## config.mk

```make
export PLATFORM = sky130hd
export DESIGN_NAME = xmodem_block_receiver_top
export DESIGN_NICKNAME = d
export VERILOG_FILES = /design/src/sv/xbr_pkg.sv /design/src/sv/xbr_crc_byte.sv /design/src/sv/xbr_ctrl.sv /design/src/sv/xmodem_block_receiver_top.sv
export SDC_FILE = /design/constraint.sdc
export NUM_CORES = 1
export LEC_CHECK = 0
export ABC_AREA = 1
export BUFFER_PORTS_ARGS = -buffer_cell sky130_fd_sc_hd__buf_2
export CAP_MARGIN = 5
export CORE_UTILIZATION = 40
export CTS_BUF_LIST = sky130_fd_sc_hd__clkbuf_8
export DETAILED_ROUTE_END_ITERATION = 8
export SYNTH_ARGS = -nofsm -noshare
export SYNTH_HDL_FRONTEND = slang
export SYNTH_HIERARCHICAL = 1
export SYNTH_SLANG_ARGS = --single-unit
```

## constraint.sdc

```tcl
create_clock -name clk -period 9.7 [get_ports clk]
set_input_delay 0.485 -clock clk [delete_from_list [all_inputs] [get_ports clk]]
set_output_delay 0.485 -clock clk [all_outputs]
set_load 0.005 [all_outputs]
```

## src/sv/xbr_pkg.sv

```systemverilog
`timescale 1ns / 1ps
`default_nettype none

package xbr_pkg;

  // link control characters
  localparam logic [7:0] CH_EOT = 8'h04;
  localparam logic [7:0] CH_ACK = 8'h06;
  localparam logic [7:0] CH_NAK = 8'h15;
  localparam logic [7:0] CH_C   = 8'h43;
  localparam logic [7:0] CH_SUB = 8'd26;

  // input kinds
  localparam logic MODE_START = 1'b0;
  localparam logic MODE_BYTE  = 1'b1;

  // configuration register indexes
  localparam int unsigned CFG_IDX_W = 2;
  localparam logic [CFG_IDX_W-1:0] REG_USE_CRC  = 2'd0;
  localparam logic [CFG_IDX_W-1:0] REG_CRC_POLY = 2'd1;
  localparam logic [CFG_IDX_W-1:0] REG_CRC_INIT = 2'd2;

  localparam logic [15:0] CRC_POLY_RST = 16'h8005;
  localparam logic [15:0] CRC_INIT_RST = 16'hFFFF;

  typedef struct packed {
    logic        use_crc;
    logic [15:0] crc_poly;
    logic [15:0] crc_init;
  } cfg_t;

  typedef struct packed {
    logic [7:0] keep_count;
    logic       finished;
    logic       block_good;
    logic       block_end;
    logic [7:0] data_byte;
    logic       data_valid;
    logic [7:0] tx_byte;
    logic       tx_valid;
  } res_t;

endpackage

`default_nettype wire

```

## src/sv/xbr_crc_byte.sv

```systemverilog
`timescale 1ns / 1ps
`default_nettype none

// one byte of msb-first crc16, byte zero-extended into the top
module xbr_crc_byte (
  input  wire logic [15:0] crc_in,
  input  wire logic [7:0]  data_in,
  input  wire logic [15:0] poly,
  output logic      [15:0] crc_out
);

  always_comb begin
    logic [15:0] c;
    c = crc_in ^ {data_in, 8'h00};
    for (int k = 0; k < 8; k++) begin
      if (c[15]) begin
        c = {c[14:0], 1'b0} ^ poly;
      end else begin
        c = {c[14:0], 1'b0};
      end
    end
    crc_out = c;
  end

endmodule

`default_nettype wire

```

## src/sv/xbr_ctrl.sv

```systemverilog
`timescale 1ns / 1ps
`default_nettype none

module xbr_ctrl #(
  parameter int unsigned BLOCK_BYTES = 128
) (
  input  wire logic          clk,
  input  wire logic          rst_n,
  input  wire logic          step,
  input  wire logic          step_mode,
  input  wire logic [7:0]    step_byte,
  input  wire xbr_pkg::cfg_t cfg,
  output xbr_pkg::res_t      res
);
  import xbr_pkg::*;

  localparam int unsigned CW = $clog2(BLOCK_BYTES + 1);
  localparam logic [CW-1:0] BLK      = CW'(BLOCK_BYTES);
  localparam logic [CW-1:0] BLK_LAST = CW'(BLOCK_BYTES - 1);

  localparam logic [3:0] PH_IDLE      = 4'd0;
  localparam logic [3:0] PH_FIRST     = 4'd1;
  localparam logic [3:0] PH_HDR1      = 4'd2;
  localparam logic [3:0] PH_HDR2      = 4'd3;
  localparam logic [3:0] PH_DATA      = 4'd4;
  localparam logic [3:0] PH_CHK1      = 4'd5;
  localparam logic [3:0] PH_CHK2      = 4'd6;
  localparam logic [3:0] PH_AFTER_ACK = 4'd7;
  localparam logic [3:0] PH_DONE      = 4'd8;

  logic [3:0]    phase_r, phase_nxt;
  logic [CW-1:0] idx_r, idx_nxt;
  logic [CW-1:0] pad_r, pad_nxt;
  logic [15:0]   crc_r, crc_nxt;
  logic [7:0]    sum_r, sum_nxt;
  logic [7:0]    chk_lo_r, chk_lo_nxt;
  logic [15:0]   crc_upd;
  logic [CW-1:0] keep_full;

  xbr_crc_byte u_crc (
    .crc_in  (crc_r),
    .data_in (step_byte),
    .poly    (cfg.crc_poly),
    .crc_out (crc_upd)
  );

  assign keep_full = BLK - pad_r;

  always_comb begin
    phase_nxt  = phase_r;
    idx_nxt    = idx_r;
    pad_nxt    = pad_r;
    crc_nxt    = crc_r;
    sum_nxt    = sum_r;
    chk_lo_nxt = chk_lo_r;
    res        = '0;
    if (step_mode == MODE_START) begin
      res.tx_valid = 1'b1;
      res.tx_byte  = cfg.use_crc ? CH_C : CH_NAK;
      phase_nxt    = PH_FIRST;
    end else begin
      case (phase_r)
        PH_AFTER_ACK, PH_FIRST: begin
          if (phase_r == PH_AFTER_ACK && step_byte == CH_EOT) begin
            res.tx_valid   = 1'b1;
            res.tx_byte    = CH_ACK;
            res.finished   = 1'b1;
            res.keep_count = keep_full[7:0];
            phase_nxt      = PH_DONE;
          end else begin
            phase_nxt = PH_HDR1;
          end
        end
        PH_HDR1: phase_nxt = PH_HDR2;
        PH_HDR2: begin
          idx_nxt    = '0;
          crc_nxt    = cfg.crc_init;
          sum_nxt    = '0;
          chk_lo_nxt = '0;
          pad_nxt    = '0;
          phase_nxt  = PH_DATA;
        end
        PH_DATA: begin
          res.data_valid = 1'b1;
          res.data_byte  = step_byte;
          crc_nxt        = crc_upd;
          sum_nxt        = sum_r + step_byte;
          pad_nxt        = (step_byte == CH_SUB) ? pad_r + 1'b1 : '0;
          idx_nxt        = idx_r + 1'b1;
          if (idx_r == BLK_LAST) begin
            phase_nxt = PH_CHK1;
          end
        end
        PH_CHK1: begin
          chk_lo_nxt = step_byte;
          if (cfg.use_crc) begin
            phase_nxt = PH_CHK2;
          end else begin
            res.tx_valid   = 1'b1;
            res.block_end  = 1'b1;
            res.block_good = (step_byte == sum_r);
            res.tx_byte    = res.block_good ? CH_ACK : CH_NAK;
            phase_nxt      = res.block_good ? PH_AFTER_ACK : PH_FIRST;
          end
        end
        PH_CHK2: begin
          res.tx_valid   = 1'b1;
          res.block_end  = 1'b1;
          res.block_good = ({step_byte, chk_lo_r} == crc_r);
          res.tx_byte    = res.block_good ? CH_ACK : CH_NAK;
          phase_nxt      = res.block_good ? PH_AFTER_ACK : PH_FIRST;
        end
        default: ;
      endcase
    end
  end

  always_ff @(posedge clk) begin
    if (!rst_n) begin
      phase_r  <= PH_IDLE;
      idx_r    <= '0;
      pad_r    <= '0;
      crc_r    <= CRC_INIT_RST;
      sum_r    <= '0;
      chk_lo_r <= '0;
    end else if (step) begin
      phase_r  <= phase_nxt;
      idx_r    <= idx_nxt;
      pad_r    <= pad_nxt;
      crc_r    <= crc_nxt;
      sum_r    <= sum_nxt;
      chk_lo_r <= chk_lo_nxt;
    end
  end

  a_start_goes_first: assert property (@(posedge clk) disable iff (!rst_n)
    step && step_mode == MODE_START |=> phase_r == PH_FIRST)
    else $error("start word did not return to first-byte phase");

  a_data_stays_or_checks: assert property (@(posedge clk) disable iff (!rst_n)
    step && step_mode == MODE_BYTE && phase_r == PH_DATA
    |=> phase_r == PH_DATA || phase_r == PH_CHK1)
    else $error("data phase left to an unexpected phase");

  a_index_in_block: assert property (@(posedge clk) disable iff (!rst_n)
    phase_r == PH_DATA |-> idx_r < BLK)
    else $error("byte index ran past the block");

  a_pad_in_block: assert property (@(posedge clk) disable iff (!rst_n)
    pad_r <= idx_r || phase_r != PH_DATA)
    else $error("pad run longer than bytes seen");

endmodule

`default_nettype wire

```

## src/sv/xmodem_block_receiver_top.sv

```systemverilog
`timescale 1ns / 1ps
`default_nettype none

// xmodem-style block receiver: one word on the in_ side is either a start
// request (in_tuser low) or one byte taken off the link (in_tuser high). every
// accepted word gives exactly one out_ word carrying the control byte to send
// back (C, NAK or ACK), a streamed payload byte, the block verdict and, after
// EOT, the count of bytes to keep from the last good block. payload bytes are
// streamed before their block is checked, so a consumer must drop them when
// block_end arrives with block_good low. a new word can be accepted every
// cycle unless the output stalls; a word passes the input register, then the
// control step into the output register. the throughput limit is one control
// step per cycle, whose longest path is the unrolled 8-bit crc update. the user
// must write configuration only while the block is idle; nothing enforces it.
module xmodem_block_receiver_top #(
  parameter int unsigned BLOCK_BYTES = 128
) (
  input  wire logic                          clk,
  input  wire logic                          rst_n,
  // configuration write port
  input  wire logic                          cfg_we,
  input  wire logic [xbr_pkg::CFG_IDX_W-1:0] cfg_index,
  input  wire logic [15:0]                   cfg_wdata,
  // input stream
  input  wire logic                          in_tvalid,
  output logic                               in_tready,
  input  wire logic [7:0]                    in_tdata,  // [7:0] rx_byte
  input  wire logic                          in_tuser,  // [0] mode
  // result stream
  output logic                               out_tvalid,
  input  wire logic                          out_tready,
  // [0] tx_valid, [8:1] tx_byte, [9] data_valid, [17:10] data_byte,
  // [18] block_end, [19] block_good, [20] finished, [28:21] keep_count,
  // [31:29] zero
  output logic [31:0]                        out_tdata
);
  import xbr_pkg::*;

  cfg_t       cfg_r;
  logic       in_valid_r;
  logic       in_mode_r;
  logic [7:0] in_byte_r;
  logic       out_valid_r;
  res_t       out_res_r;
  res_t       res;
  logic       advance;

  // config registers
  always_ff @(posedge clk) begin
    if (!rst_n) begin
      cfg_r.use_crc  <= 1'b0;
      cfg_r.crc_poly <= CRC_POLY_RST;
      cfg_r.crc_init <= CRC_INIT_RST;
    end else if (cfg_we) begin
      case (cfg_index)
        REG_USE_CRC:  cfg_r.use_crc  <= cfg_wdata[0];
        REG_CRC_POLY: cfg_r.crc_poly <= cfg_wdata;
        REG_CRC_INIT: cfg_r.crc_init <= cfg_wdata;
        default: ;
      endcase
    end
  end

  // the held word moves on when the output register is free or being drained
  assign advance   = in_valid_r && (!out_valid_r || out_tready);
  assign in_tready = !in_valid_r || advance;

  // input register
  always_ff @(posedge clk) begin
    if (!rst_n) begin
      in_valid_r <= 1'b0;
    end else if (in_tvalid && in_tready) begin
      in_valid_r <= 1'b1;
    end else if (advance) begin
      in_valid_r <= 1'b0;
    end
  end

  always_ff @(posedge clk) begin
    if (in_tvalid && in_tready) begin
      in_mode_r <= in_tuser;
      in_byte_r <= in_tdata;
    end
  end

  // protocol state and per-byte work
  xbr_ctrl #(
    .BLOCK_BYTES (BLOCK_BYTES)
  ) u_ctrl (
    .clk       (clk),
    .rst_n     (rst_n),
    .step      (advance),
    .step_mode (in_mode_r),
    .step_byte (in_byte_r),
    .cfg       (cfg_r),
    .res       (res)
  );

  // output register
  always_ff @(posedge clk) begin
    if (!rst_n) begin
      out_valid_r <= 1'b0;
    end else if (advance) begin
      out_valid_r <= 1'b1;
    end else if (out_tready) begin
      out_valid_r <= 1'b0;
    end
  end

  always_ff @(posedge clk) begin
    if (advance) begin
      out_res_r <= res;
    end
  end

  assign out_tvalid = out_valid_r;
  assign out_tdata  = {3'b000, out_res_r};

endmodule

`default_nettype wire

```

==> results.yml <==
run_status:
  status: "finished, final reports clean"
sta:
  setup_viol: 0
  fmax_mhz: 232
  hold_viol: 0
  setup_tns_ps: 0
  fin_crit_sh_pct: 44.5
  rsz0062_at_grt: "false"
  worst_slew_pin_slew_ps: 990
  slew_violations: 0
  fin_crit_ps: 4310
  slew-limit-headroom_pct: 33.9
  skew_ps: 12.9
worst_setup_path:
  cp_cell_sequence: "nand3_1, nand2_1, nand3_1, inv_1, nand2_1, nand2_4, nand3_4, nand2_8, nor2_8, nand2_8, nand3_4, xor2_4, nand3_4, nand3_2, nand2_1, nand2_4, nand2_1, nand2_1, nand2_1, inv_1, nor2_1, o311ai_1"
  cp_max_fo: 28
  arrival_ps: 4650
  cp-end-kind: "flop"
  path_class: "flop to flop"
  cp_slowest_stage_delay_ps: 910
  timing.critical_path.buf_inv: 2
  cp-start-kind: "flop"
  timing.critical_path.mode_cell: "nand2_1"
  cp.required_ps: 10030
  slowest_stage: "dfxtp_1"
  path_delay_family: "simple AND/OR/NAND/NOR gates"
pwr:
  total_power_mw: 1.48
  power.density_nw_per_um2: 154
  peakVddDrop_mv: 0.0934
  p_leak_nw: 4.78
floorplanning:
  core_area_um2: 21800
  row_count: 54
  start_util_pct: 40.8
  die_y_um: 151
  ios: 66
  die_w_um: 151
  dieArea_um2: 22800
route:
  wire_per_inst_um: 14.3
  finalWirelength_um: 23600
  ant_nets: 0
  drtIter0Drc: 639
  via_per_inst: 4.95
  dr.pass1.iters: 5
  remaining_drc_errors: 0
  via_count: 8184
job:
  maxCapViolCount: 0
cts:
  cts_buffer_depth: 2
  insertion_delay_ps: 440
  post_cts_resized: 0
  holdBufCountCts: 0
  clock_sinks: 125
  cts_buffers: 17
  cts_htree_levels: 4
  clock-root-buffer: "clkbuf_8"
  cts_tree: "built"
  clk_pin_slew_ps: 80
  cts_setup_buffers: 0
synth:
  yosysTopAreaCell: "dfxtp_1"
  async_flop_share_pct: 0
  synth.most_common_cell: "nand2_1"
  yosysSeqAreaShare_pct: 32.4
  avgSynthCellArea_um2: 6.69
  synth_common_cells: "nand2_1, inv_1, nor2_1, nand3_1, dfxtp_1"
  ys_warn_count: 6
  synthTopCellsByArea: "dfxtp_1, nand2_1, edfxtp_1"
  synth_cell_types: 52
  synth_area_um2: 8890
  synth_top_cell_area_share_pct: 19.6
  ys_seq_elements: 125
  syn_inst: 1329
  synth_flop_cell: "dfxtp_1"
  synth_enable_flop_cells: 38
grt:
  grt_overflow_total: 0
  grt_pass1_wl_um: 38000
  grt_start_max_net_pins: 54
  met2_usage_pct: 34.1
  grt_pass1_vias: 7380
  met1_usage_pct: 30.2
  track_usage_pct: 21.5
  top_usage_layer: "met2"
  antenna_found_initial: 0
  gr-usage-met3_pct: 3.01
cells_and_area:
  num-fill-cells: 2281
  drive_gt1_share_pct: 12.7
  n_antenna_cell: 0
  syn_to_final_growth_pct: 8.40
  final_nets: 1403
placed_design:
  hpwl_um: 17300
  place_congestion: 0.906
  port_buffers: 62
hold_path:
  hp-class: "primary input to flop"
## power breakdown
part / switching (mW) / internal (mW)
clock network: 0.222 / 0.227
registers: 0.0241 / 0.553
logic: 0.310 / 0.147
total: 0.556 / 0.927
## cell families (layout without fill, tap and decap cells)
family / after synthesis / count (layout) / share of synthesized area (%)
AND/OR/NAND/NOR: 771 / 771 / 39.5
other: 2 / 6 / 0.0844
buffers and inverters: 241 / 281 / 11.6
adder cells (fa/ha/maj): 11 / 11 / 1.63
XOR/XNOR: 75 / 75 / 7.93
flip-flops: 125 / 125 / 32.4
AO/OA/AOI/OAI: 104 / 104 / 6.77
## state kept, by name, summed over array words and instances, names as in the netlist, 8 cells and up
register / count
u_ctrl/crc_r: 16
u_ctrl/chk_lo_r: 8
in_byte_r: 8
cfg_r: 33
u_ctrl/sum_r: 8
u_ctrl/pad_r: 8
out_tdata: 29
u_ctrl/idx_r: 8
## worst register-to-register path, delay by kind of cell, from the launching register on
family | cells | cell delay (ps)
xor gates and xnor gates | 1 | 480
DFF | 1 | 910
AOI/OAI and AO/OA | 1 | 290
buffers and inverters | 2 | 140
and+or+nand+nor | 18 | 2420
## cells in the final DEF (no fill, tap or decap), drive strengths merged
cell and instances:
a211oi 1, a21boi 1, a21o 3, a21oi 46, a22oi 6, a31oi 2, buf 65, bufinv 2
clkbuf 17, clkinv 7, clkinvlp 3, conb 6, dfxtp 87, edfxtp 38, fa 1, ha 10
inv 187, nand2 440, nand2b 2, nand3 139, nand3b 1, nand4 21, nor2 150, nor3 11
nor3b 2, nor4 2, o21a 2, o21ai 31, o21bai 2, o311ai 10, or2 3, xnor2 41
xor2 34
## path summary, 6_finish.rpt
path,start,to,slack (ps),depth (start not counted)
setup / recovery,cfg_r[31],u_ctrl/crc_r[13],5390,22
hold reg to reg,cfg_r[2],cfg_r[2],460,2
hold / removal,in_tdata[2],in_byte_r[2],220,1
setup reg to reg,cfg_r[31],u_ctrl/crc_r[13],5390,22
## layer usage
| metal | wire, um | up-vias |
|---|---|---|
| met2 | 10800 | 226 |
| li1 | - | 4228 |
| met1 | 11200 | 3711 |
| met4 | 255 | 0 |
| met5 | 0 | - |
| met3 | 1280 | 19 |
## cell type report
type / count / area (um2) / area share (%)
repair buffers: 65 / 333 / 3.45
multi-input cells: 967 / 5000 / 51.9
clock inverters: 15 / 146 / 1.52
inverters: 184 / 692 / 7.18
well taps: 280 / 350 / 3.63
clock buffers: 17 / 234 / 2.43
flip-flops and latches: 125 / 2880 / 29.9
## through the flow
step | setup slack (ps) | util [%] | instance area (um2) | hold slack (ps) | cells
2_1_floorplan | 6450 | - | 8910 | 424 | 1333
3_3_place_gp | 5580 | 42.4 | 9260 | 438 | 1621
3_5_place_dp | 5390 | 42.4 | 9260 | 443 | 1621
6_report | 5390 | 44.2 | 9640 | 218 | 1653
5_1_grt | 4990 | 44.2 | 9640 | 185 | 1653
4_1_cts | 5390 | 44.2 | 9640 | 188 | 1653
(Power assumes the default switching activity.)
